`src/rtl/lexicographic_fifo_tiebreak_pqueue_top_macros.svh`:
```
// ----------------------------------------------------------------------------
// lexicographic_fifo_tiebreak_pqueue_top_macros
// Assertion macros shared by the priority queue RTL; all sample on clk and
// are disabled while arst_n is low.
// ----------------------------------------------------------------------------
`ifndef LEXICOGRAPHIC_FIFO_TIEBREAK_PQUEUE_TOP_MACROS_SVH
`define LEXICOGRAPHIC_FIFO_TIEBREAK_PQUEUE_TOP_MACROS_SVH

// same-cycle implication
`define LFPQ_ASSERT_SAME(lbl, ante, cons, msg) \
	lbl: assert property (@(posedge clk) disable iff (!arst_n) (ante) |-> (cons)) \
		else $error(msg);

// next-cycle implication
`define LFPQ_ASSERT_NEXT(lbl, ante, cons, msg) \
	lbl: assert property (@(posedge clk) disable iff (!arst_n) (ante) |=> (cons)) \
		else $error(msg);

`endif

```
`src/rtl/lfpq_pkg.sv`:
```
// ----------------------------------------------------------------------------
// lfpq_pkg
// Shared constants, operation and status codes, and the cell control bundle
// of the lexicographic priority queue.
// ----------------------------------------------------------------------------
package lfpq_pkg;

	// default sizes
	localparam int CAPACITY     = 64;
	localparam int MAX_COSTS    = 4;
	localparam int COST_BITS    = 16;
	localparam int ID_BITS      = 24;
	// cost fields carried on the stream ports
	localparam int NUM_IN_COSTS = 4;
	localparam int NCOST_W      = 3;

	// operation carried with each input transfer
	typedef enum logic [1:0] {
		MODE_PUSH  = 2'd0,
		MODE_POP   = 2'd1,
		MODE_PEEK  = 2'd2,
		MODE_CLEAR = 2'd3
	} mode_t;

	// result status
	typedef enum logic [1:0] {
		STATUS_OK    = 2'd0,
		STATUS_EMPTY = 2'd1,
		STATUS_FULL  = 2'd2
	} status_t;

	// per-cycle commands broadcast to every cell
	typedef struct packed {
		logic push;
		logic pop;
		logic clear;
	} cell_ctrl_t;

endpackage

```
`src/rtl/lfpq_cell.sv`:
```
// ----------------------------------------------------------------------------
// lfpq_cell
// One slot of the arrival-ordered chain. Holds an entry, loads a pushed entry
// when it is the first free slot, takes its right neighbor's entry on a
// removal at or below it, and passes a running minimum token to its right
// neighbor every cycle.
// ----------------------------------------------------------------------------
module lfpq_cell #(
	parameter int IDX       = 0,
	parameter int IDX_W     = 6,
	parameter int KEY_W     = 64,
	parameter int ID_BITS   = lfpq_pkg::ID_BITS
) (
	input  logic                   clk,
	input  logic                   arst_n,
	input  lfpq_pkg::cell_ctrl_t   ctrl,
	input  logic [KEY_W-1:0]       key_mask,
	input  logic [IDX_W-1:0]       rm_idx,
	input  logic [KEY_W-1:0]       push_key,
	input  logic [ID_BITS-1:0]     push_id,
	// left neighbor occupancy
	input  logic                   prev_valid,
	// right neighbor entry
	input  logic                   next_valid,
	input  logic [KEY_W-1:0]       next_key,
	input  logic [ID_BITS-1:0]     next_id,
	// minimum token from the left
	input  logic                   tok_in_valid,
	input  logic [KEY_W-1:0]       tok_in_key,
	input  logic [ID_BITS-1:0]     tok_in_id,
	input  logic [IDX_W-1:0]       tok_in_idx,
	// own entry
	output logic                   valid,
	output logic [KEY_W-1:0]       key,
	output logic [ID_BITS-1:0]     id,
	// minimum token to the right
	output logic                   tok_valid,
	output logic [KEY_W-1:0]       tok_key,
	output logic [ID_BITS-1:0]     tok_id,
	output logic [IDX_W-1:0]       tok_idx
);

	localparam logic [IDX_W-1:0] MY_IDX = IDX_W'(IDX);

	logic               valid_q;
	logic [KEY_W-1:0]   key_q;
	logic [ID_BITS-1:0] id_q;
	logic               tok_valid_q;
	logic [KEY_W-1:0]   tok_key_q;
	logic [ID_BITS-1:0] tok_id_q;
	logic [IDX_W-1:0]   tok_idx_q;
	logic               own_wins;
	logic               shift_in;
	logic               load_push;

	// strict less keeps the older entry on equal keys
	assign own_wins = valid_q &&
		(!tok_in_valid || ((key_q & key_mask) < (tok_in_key & key_mask)));

	assign shift_in  = ctrl.pop && (rm_idx <= MY_IDX);
	assign load_push = ctrl.push && !valid_q && prev_valid;

	// entry slot
	always_ff @(posedge clk or negedge arst_n) begin
		if (!arst_n) begin
			valid_q <= 1'b0;
		end else if (ctrl.clear) begin
			valid_q <= 1'b0;
		end else if (shift_in) begin
			valid_q <= next_valid;
		end else if (load_push) begin
			valid_q <= 1'b1;
		end
	end

	always_ff @(posedge clk) begin
		if (shift_in) begin
			key_q <= next_key;
			id_q  <= next_id;
		end else if (load_push) begin
			key_q <= push_key;
			id_q  <= push_id;
		end
	end

	// running minimum wave
	always_ff @(posedge clk or negedge arst_n) begin
		if (!arst_n) begin
			tok_valid_q <= 1'b0;
		end else begin
			tok_valid_q <= tok_in_valid || valid_q;
		end
	end

	always_ff @(posedge clk) begin
		if (own_wins) begin
			tok_key_q <= key_q;
			tok_id_q  <= id_q;
			tok_idx_q <= MY_IDX;
		end else begin
			tok_key_q <= tok_in_key;
			tok_id_q  <= tok_in_id;
			tok_idx_q <= tok_in_idx;
		end
	end

	assign valid     = valid_q;
	assign key       = key_q;
	assign id        = id_q;
	assign tok_valid = tok_valid_q;
	assign tok_key   = tok_key_q;
	assign tok_id    = tok_id_q;
	assign tok_idx   = tok_idx_q;

endmodule

```
`config.mk`:
```
export PLATFORM = sky130hd
export DESIGN_NAME = lfpq_cell
export DESIGN_NICKNAME = d
export VERILOG_FILES = /design/src/rtl/lexicographic_fifo_tiebreak_pqueue_top_macros.svh /design/src/rtl/lfpq_pkg.sv /design/src/rtl/lfpq_cell.sv
export SDC_FILE = /design/constraint.sdc
export NUM_CORES = 1
export LEC_CHECK = 0
export ABC_AREA = 0
export BUFFER_PORTS_ARGS = -buffer_cell sky130_fd_sc_hd__buf_2
export CORE_AREA = 2 2 205 207
export DETAILED_ROUTE_END_ITERATION = 10
export DIE_AREA = 0 0 207 209
export SLEW_MARGIN = 20
export SYNTH_ARGS = -nofsm -noshare
export SYNTH_HDL_FRONTEND = slang
export SYNTH_SLANG_ARGS = --single-unit
```
`constraint.sdc`:
```
create_clock -name clk -period 17.3 [get_ports clk]
set_input_delay 3.46 -clock clk [delete_from_list [all_inputs] [get_ports clk]]
set_output_delay 3.46 -clock clk [all_outputs]
set_load 0.05 [all_outputs]
```
==> results.json, run 1 <==
{
  "pin_count": 532,
  "max-slew-margin-rel_pct": 41.7,
  "maxCapViolCount": 0,
  "rr_startpoint": "key[55]",
  "worst-path-max-fanout": 53,
  "pwr_density_cell_nw_per_um2": 93.7,
  "die_w_um": 207,
  "clkTransAtPathRegs_ps": 70,
  "critPathLaunchType": "primary input",
  "syn2layout_area_growth_pct": 42.8,
  "hold_viol_final": 0,
  "fillers": 4317,
  "antenna_found_initial": 3,
  "ys.flop_type": "dfxtp_1",
  "design_area_um2": 12800,
  "fmax_mhz": 143,
  "crit_required_ps": 17670,
  "grt_usage_pct": 13.9,
  "swShare_pct": 33.4,
  "synth_area_leader_cell": "edfxtp_1",
  "initial_core_util_pct": 21.8,
  "stdcell_count": 1778,
  "layout_common_cells": "buf_2, mux2_2, dfxtp_1, edfxtp_1, nand2_1",
  "holdWs_ps": 504,
  "drv_slew": 0,
  "clk_root_buffer_cell": "clkbuf_16",
  "postRouteWirelength_mm": 30.2,
  "final.setup.tns_ps": 0,
  "wl_per_cell_um": 17.0,
  "syn_nets": 1100,
  "grt_remaining_overflow": 0,
  "p_int_uw": 802,
  "finalSetupViolCount": 0,
  "p_total_mw": 1.20,
  "io_buffers": 531,
  "place_ws_ps": 9670,
  "max-clock-path-buffers": 2,
  "synth_seq_cells": 184,
  "hp-class": "flop to flop",
  "layout_commonest_cell": "buf_2",
  "ff2ff_path_depth": 11,
  "switchingPower_uw": 401,
  "p_clk_share_pct": 32.7,
  "yosysSeqAreaShare_pct": 50.9,
  "final_core_utilization_pct": 31.1,
  "synth_top_area_share_pct": 29.4,
  "period_needed_ps": 6980,
  "cts_resized": 0,
  "gp_congestion": 0.882,
  "r2r_slack_ps": 12950,
  "drc": 0,
  "die_h_um": 209,
  "rsz0062_at_grt": "no",
  "cts_tree": "yes",
  "place_inst": 1745,
  "vias": 7446,
  "grt_max_degree": 54,
  "ant_nets": 0,
  "numCtsBuffers": 17,
  "seq_power_share_pct": 42.0,
  "crit_arrival_ps": 7340,
  "grt_pass1_wl_mm": 45.0,
  "tightest_slew_ps": 875,
  "firstDrtPassIters": 4,
  "hp-start": "id[20]",
  "power_leakage_nw": 6.05,
  "first_global_vias": 7859,
  "die_area_um2": 43300,
  "clkSinkCount": 184,
  "synth_cells": 689,
  "dpl_cell_area_um2": 12300,
  "synth-edff-count": 88,
  "finClkSkew_ps": 11.6,
  "nets": 1636,
  "mappedNetlistArea_um2": 8990,
  "synthTopCellsByArea": "edfxtp_1, dfxtp_1, mux2_2, ha_1, mux2_4",
  "combPwrFrac_pct": 25.2,
  "async_flop_share_pct": 1.09,
  "syn_area_per_cell_um2": 13.1,
  "r2r_end": "tok_id[19]",
  "rows": 75,
  "viasPerCell": 4.19,
  "final.period_utilization_pct": 40.3,
  "cts_htree_levels": 4,
  "drive_above_1_share_pct": 60.3,
  "ctsHoldBuffers": 0,
  "fp.coreArea_um2": 41300,
  "ys_warn_count": 0,
  "clk-insertion-delay-late_ps": 480,
  "status": "complete, no violations",
  "dr.first_iter.drc_count": 257,
  "synth_cell_type_count": 42,
  "dp_hpwl_mm": 25.0,
  "path_class": "primary input to flop",
  "post-cts-setup-buffers": 0,
  "critPathCaptureType": "flop",
  "hold_end": "tok_id[20]",
  "peakVddDrop_uv": 59.0,
  "whs_path_depth": 1,
  "setup_ws_ps": 10320
}
[cells in the mapped netlist, drive strengths merged (8+ instances only)]
master,n
mux2,176
dfxtp,94
edfxtp,88
nand2,78
and2,69
ha,63
a21oi,23
nand4,14
o21ai,12
buf,11
nor2,11
clkbuf,8
[state kept, by name, indices dropped and copies added, names as in the netlist]
signal and flops:
tok_key 64, key 64, tok_valid 1, tok_id 24, id 24, valid 1, tok_idx 6
[worst max-delay path, stage by stage]
cell and delay [ps]:
buf_2 100, and2_1 130, ha_1 330, nand4_1 170, nor4_2 590, nand3_1 270, nor3_2 180, o41ai_2 120
o221ai_4 80, buf_4 610, buf_4 770, mux2_2 410
[cell families after synthesis]
family / share of synthesized area (%)
buffers and inverters: 1.50
multiplexers: 24.1
flip-flops: 50.9
adder cells (fa/ha/maj): 8.76
AND/OR/NAND/NOR: 10.9
AO/OA/AOI/OAI: 3.81
[cell type report]
cell class | instances | area, µm² | area share [%]
clock inverter | 13 | 139 | 1.08
multi-input combinational | 484 | 4310 | 33.6
tap | 539 | 674 | 5.25
antenna | 1 | 2.50 | 0.0195
inverter | 2 | 7.51 | 0.0585
sequential | 184 | 4570 | 35.6
clock buffer | 19 | 433 | 3.37
timing repair buffer | 536 | 2700 | 21.0
[per-layer routing]
layer  track usage (%)  share of wire [%]  vias up  routed length, µm
met5                 0              0.043        -                 13
met2              24.2                 50      328              15200
met4              6.31                2.8        2                847
met3              4.24                6.5       44               1970
met1              15.6                 40     3477              12200
li1                  -                  -     3595                  -
[power groups by stage]
stage / sequential, mW / clock, mW / combinational [mW]
after floorplan: 0.631 / 0 / 0.0914
after global placement: 0.515 / 0 / 0.303
after detailed placement: 0.516 / 0 / 0.306
after CTS: 0.507 / 0.410 / 0.307
after global routing: 0.510 / 0.424 / 0.324
final: 0.506 / 0.394 / 0.304
[worst max path at each step]
stage | start | to | slack, ps | cells after the start
finish | key_mask[55] | tok_id[19] | 10320 | 12
floorplan | prev_valid | valid | 6460 | 3
CTS | key_mask[55] | tok_id[7] | 10210 | 12
global route | key_mask[55] | tok_id[5] | 10090 | 12
detailed placement | key_mask[55] | tok_id[7] | 9670 | 12
global placement | key_mask[55] | tok_id[6] | 9840 | 12
No activity file was read; power rests on OpenSTA's default activity.
==> run 2: changes to the inputs <==
--- a/config.mk
+++ b/config.mk
@@ -7,9 +7,9 @@
 export LEC_CHECK = 0
 export ABC_AREA = 0
 export BUFFER_PORTS_ARGS = -buffer_cell sky130_fd_sc_hd__buf_2
-export CORE_AREA = 2 2 205 207
+export CORE_AREA = 2 2 207 209
 export DETAILED_ROUTE_END_ITERATION = 10
-export DIE_AREA = 0 0 207 209
+export DIE_AREA = 0 0 209 211
 export SLEW_MARGIN = 20
 export SYNTH_ARGS = -nofsm -noshare
 export SYNTH_HDL_FRONTEND = slang
==> constraint.sdc (replaced) <==
create_clock -name clk -period 6.5 [get_ports clk]
set_input_delay 1.3 -clock clk [delete_from_list [all_inputs] [get_ports clk]]
set_output_delay 1.3 -clock clk [all_outputs]
set_load 0.05 [all_outputs]
==> run 2 against run 1 <==
Register-to-register slack got worse by 9900 ps. Cell count hardly changed. Hold slack about the same. Non-clock buffer count did not move. Worst setup slack got worse by 7800 ps. Critical path depth decreased by 1. Utilization shrank 0.32 points. Design area barely moved. Power rose to 2.7 times the previous value. Clock skew down 1.4 ps. Combinational power grew to 2.7 times the previous value. Sequential power rose to 2.7 times the previous value. Critical path type unchanged. Largest power group unchanged.
==> results.json, run 2 (synthesis results as in run 1) <==
{
  "status": "complete, no violations",
  "initial_core_util_pct": 21.5,
  "hp-start": "id[1]",
  "io_buffers": 531,
  "layout_common_cells": "buf_2, mux2_2, dfxtp_1, edfxtp_1, nand2_1",
  "die_area_um2": 44100,
  "syn2layout_area_growth_pct": 42.9,
  "antenna_found_initial": 1,
  "pin_count": 532,
  "crit_arrival_ps": 4330,
  "nets": 1636,
  "postRouteWirelength_mm": 30.4,
  "hp-class": "flop to flop",
  "layout_commonest_cell": "buf_2",
  "fp.coreArea_um2": 41800,
  "first_global_vias": 7676,
  "grt_remaining_overflow": 0,
  "critPathCaptureType": "flop",
  "rsz0062_at_grt": "no",
  "maxCapViolCount": 0,
  "wl_per_cell_um": 17.1,
  "dr.first_iter.drc_count": 284,
  "antenna_cells": 0,
  "dp_hpwl_mm": 25.0,
  "grt_pass1_wl_mm": 44.4,
  "setup_ws_ps": 2540,
  "grt_usage_pct": 13.7,
  "power_leakage_nw": 6.06,
  "firstDrtPassIters": 4,
  "rr_startpoint": "key[55]",
  "clk_root_buffer_cell": "clkbuf_16",
  "cts_tree": "yes",
  "critPathLaunchType": "primary input",
  "ctsHoldBuffers": 0,
  "final.period_utilization_pct": 60.9,
  "post-cts-setup-buffers": 0,
  "max-slew-margin-rel_pct": 51.0,
  "die_w_um": 209,
  "rows": 75,
  "r2r_slack_ps": 3010,
  "place_inst": 1745,
  "cts_resized": 0,
  "tightest_slew_ps": 735,
  "drv_slew": 0,
  "fmax_mhz": 252,
  "stdcell_count": 1777,
  "final.setup.tns_ps": 0,
  "crit_required_ps": 6860,
  "max-clock-path-buffers": 2,
  "cts_htree_levels": 4,
  "finalSetupViolCount": 0,
  "drc": 0,
  "pwr_density_cell_nw_per_um2": 250,
  "period_needed_ps": 3960,
  "clkSinkCount": 184,
  "grt_max_degree": 95,
  "die_h_um": 211,
  "whs_path_depth": 1,
  "clkTransAtPathRegs_ps": 70,
  "finClkSkew_ps": 10.2,
  "peakVddDrop_uv": 142,
  "ant_nets": 0,
  "place_ws_ps": 1950,
  "gp_congestion": 0.827,
  "hold_viol_final": 0,
  "drive_above_1_share_pct": 60.3,
  "worst-path-max-fanout": 94,
  "clk-insertion-delay-late_ps": 480,
  "numCtsBuffers": 17,
  "viasPerCell": 4.15,
  "r2r_end": "tok_id[21]",
  "hold_end": "tok_id[1]",
  "path_class": "primary input to flop",
  "vias": 7366,
  "ff2ff_path_depth": 10
}
==> run 2: how the worst max path moves through the flow <==
| stage | from | to | slack, ps | cells past startpoint |
|---|---|---|---|---|
| detailed placement | key_mask[55] | tok_id[21] | 1950 | 11 |
| finish | key_mask[55] | tok_id[21] | 2540 | 11 |
| global route | key_mask[55] | tok_id[15] | 2300 | 11 |
| floorplan | prev_valid | valid | 400 | 3 |
| global placement | key_mask[55] | tok_id[15] | 2060 | 11 |
| CTS | key_mask[55] | tok_id[21] | 2480 | 11 |
==> run 2: worst max-delay path, stage by stage <==
cell and delay [ps]:
buf_2 100, and2_1 130, ha_1 320, nand4_1 190, nor4_2 550, nand3_1 250
nor3_2 190, o41ai_2 130, o221ai_4 90, buf_12 500, mux2_2 410
==> run 2: per-stage QoR <==
step                hold slack (ps)  cell area (µm²)  total power, mW  util [%]
floorplan                       849             8990             1.92         -
global placement                477            12300             2.19      29.4
detailed placement              484            12300             2.19      29.4
CTS                             513            12900             3.26      30.8
global route                    526            12900             3.35      30.8
finish                          504            12900             3.21      30.8
==> run 2: final cells by class <==
class / count / area, µm²
Multi-Input combinational cell: 484 / 4310
Clock buffer: 19 / 443
Inverter: 2 / 7.51
Sequential cell: 184 / 4570
Clock inverter: 13 / 131
Timing Repair Buffer: 536 / 2710
Fill cell: 4330 / 28900
Tap cell: 539 / 674
==> run 2: report_power, final <==
| group | switching (mW) | leakage (nW) | internal (mW) | total [mW] |
|---|---|---|---|---|
| sequential | 0.0378 | 1.64 | 1.31 | 1.35 |
| combinational | 0.525 | 4.15 | 0.288 | 0.813 |
| clock | 0.502 | 0.275 | 0.548 | 1.05 |
==> run 2: routing by layer <==
metal | GRT usage, % | vias up | wire length [µm]
li1 | - | 3597 | -
met1 | 14.7 | 3409 | 11800
met2 | 24.7 | 325 | 15700
met3 | 4.74 | 33 | 2250
met4 | 5.59 | 2 | 635
met5 | 0 | - | 12
==> run 3: changes to the inputs <==
==> constraint.sdc (replaced) <==
create_clock -name clk -period 3.7 [get_ports clk]
set_input_delay 0.74 -clock clk [delete_from_list [all_inputs] [get_ports clk]]
set_output_delay 0.74 -clock clk [all_outputs]
set_load 0.05 [all_outputs]
==> run 3 against run 2 <==
Sequential share of layout area fell by 0.39 points. Routed wire length rose by 1.6%. Clock-buffer cell count rose by 4. Design area rose by 1.1%. Global-route usage rose by 0.084 points. Register-to-register slack got worse by 2600 ps. Utilization rose by 0.34 points. Die area did not move. Cell count rose by 0.73%. Clock skew rose by 1.9 ps. Critical path type is now flop to flop. Critical endpoint is now tok_key[23]. Largest cell class unchanged. Highest routed layer is now met4.
==> results.json, run 3 (synthesis results as in run 1) <==
{
  "rows": 75,
  "rsz0062_at_grt": "no",
  "ff_latch_area_um2": 4570,
  "drive_above_1_share_pct": 60.6,
  "firstDrtPassIters": 4,
  "fp.coreArea_um2": 41800,
  "die_area_um2": 44100,
  "pwr_density_cell_nw_per_um2": 435,
  "postRouteWirelength_mm": 30.9,
  "crit_required_ps": 4050,
  "path_cells": "and2_1 -> ha_1 -> a21o_1 -> a21oi_1 -> a21o_1 -> a21oi_1 -> o41ai_2 -> o221ai_4 -> buf_12 -> buf_4 -> mux2_4",
  "first_global_vias": 8092,
  "peakVddDrop_uv": 267,
  "clkSinkCount": 184,
  "worst-path-max-fanout": 12,
  "swShare_pct": 31.9,
  "path_class": "flop to flop",
  "cp_num_buf_inv": 2,
  "final.period_utilization_pct": 89.6,
  "crit_start": "key[2]",
  "combPwrFrac_pct": 25.6,
  "finalSetupViolCount": 0,
  "setup_ws_ps": 384,
  "multi_input_area_um2": 4310,
  "cts_resized": 0,
  "viasPerCell": 4.18,
  "p_total_mw": 5.65,
  "critPathCaptureType": "flop",
  "clk_root_buffer_cell": "clkbuf_16",
  "crit_family": "compound AO/OA/AOI/OAI gates",
  "rr_startpoint": "key[2]",
  "cpPeakStageDelay_ps": 640,
  "layout_commonest_cell": "buf_2",
  "grt_usage_pct": 13.8,
  "nets": 1648,
  "syn2layout_area_growth_pct": 44.5,
  "drc": 0,
  "cts_tree": "yes",
  "tightest_slew_ps": 699,
  "finClkSkew_ps": 12.1,
  "gp_congestion": 0.823,
  "stdcell_count": 1790,
  "ctsHoldBuffers": 0,
  "hold_viol_final": 0,
  "layout_common_cells": "buf_2, mux2_2, dfxtp_1, edfxtp_1, nand2_1",
  "clkTransAtPathRegs_ps": 70,
  "pin_count": 532,
  "status": "complete, no violations",
  "post-cts-setup-buffers": 0,
  "maxCapViolCount": 0,
  "crit_slowest_cell": "o41ai_2",
  "power_leakage_nw": 6.14,
  "critPathLaunchType": "flop",
  "crit_arrival_ps": 3670,
  "hp-class": "primary input to asynchronous set/reset pin",
  "antenna_found_initial": 1,
  "max-slew-margin-rel_pct": 52.9,
  "p_int_mw": 3.85,
  "clk-insertion-delay-late_ps": 470,
  "switchingPower_mw": 1.80,
  "final_core_utilization_pct": 31.1,
  "drv_slew": 0,
  "initial_core_util_pct": 21.5,
  "numCtsBuffers": 17,
  "place_inst": 1757,
  "vias": 7478,
  "grt_pass1_wl_mm": 45.3,
  "wl_per_cell_um": 17.3,
  "die_h_um": 211,
  "fillers": 4338,
  "io_buffers": 531,
  "period_needed_ps": 3320,
  "max-clock-path-buffers": 2,
  "dr.first_iter.drc_count": 229,
  "p_clk_share_pct": 32.5,
  "holdWs_ps": 51.1,
  "place_ws_ps": -61.7,
  "fmax_mhz": 302,
  "cts_htree_levels": 4,
  "grt_remaining_overflow": 0,
  "ant_nets": 0,
  "dp_hpwl_mm": 25.7,
  "seq_power_share_pct": 41.9,
  "grt_max_degree": 90,
  "die_w_um": 209
}
==> run 3: metal layers <==
layer	vias to the layer above	GRT usage, %	routed length (µm)
met5	-	0	0
met4	0	5.37	673
met3	44	4.12	1950
met2	332	24.5	15400
met1	3496	15.6	12900
li1	3606	-	-
==> run 3: final timing paths <==
kind,endpoint,slack (ps),depth (start not counted)
worst min-delay path,tok_valid,50,1
worst min register to register,tok_id[6],510,1
min in group clk,tok_idx[4],470,2
worst max register to register,tok_key[23],380,11
max in group asynchronous,valid,3550,1
worst max-delay path,tok_key[23],380,11
==> run 3: final cells by class <==
cell class | instances | area share, %
timing repair buffer | 548 | 21.8
inverter | 2 | 0.0578
clock inverter | 9 | 0.664
sequential | 184 | 35.2
antenna | 1 | 0.0193
tap | 539 | 5.19
multi-input combinational | 484 | 33.2
clock buffer | 23 | 3.84
==> run 3: stage by stage <==
stage	area, µm²	setup TNS [ps]
final	13000	0
after global routing	13000	0
after CTS	13000	0
after detailed placement	12400	-1730
after global placement	12400	-156
after floorplan	9000	0
==> run 3: power by group through the flow <==
| stage | clock (mW) | sequential, mW | combinational (mW) |
|---|---|---|---|
| finish | 1.84 | 2.37 | 1.44 |
| global route | 1.97 | 2.38 | 1.54 |
| CTS | 1.90 | 2.37 | 1.46 |
| detailed placement | 0 | 2.41 | 1.45 |
| global placement | 0 | 2.41 | 1.44 |
| floorplan | 0 | 2.94 | 0.428 |
==> run 3: worst reg2reg max path: stages, from the launching register on <==
cell	delay [ps]
edfxtp_1	430
and2_1	190
ha_1	300
a21o_1	210
a21oi_1	220
a21o_1	150
a21oi_1	70
o41ai_2	640
o221ai_4	280
buf_12	220
buf_4	190
mux2_4	300
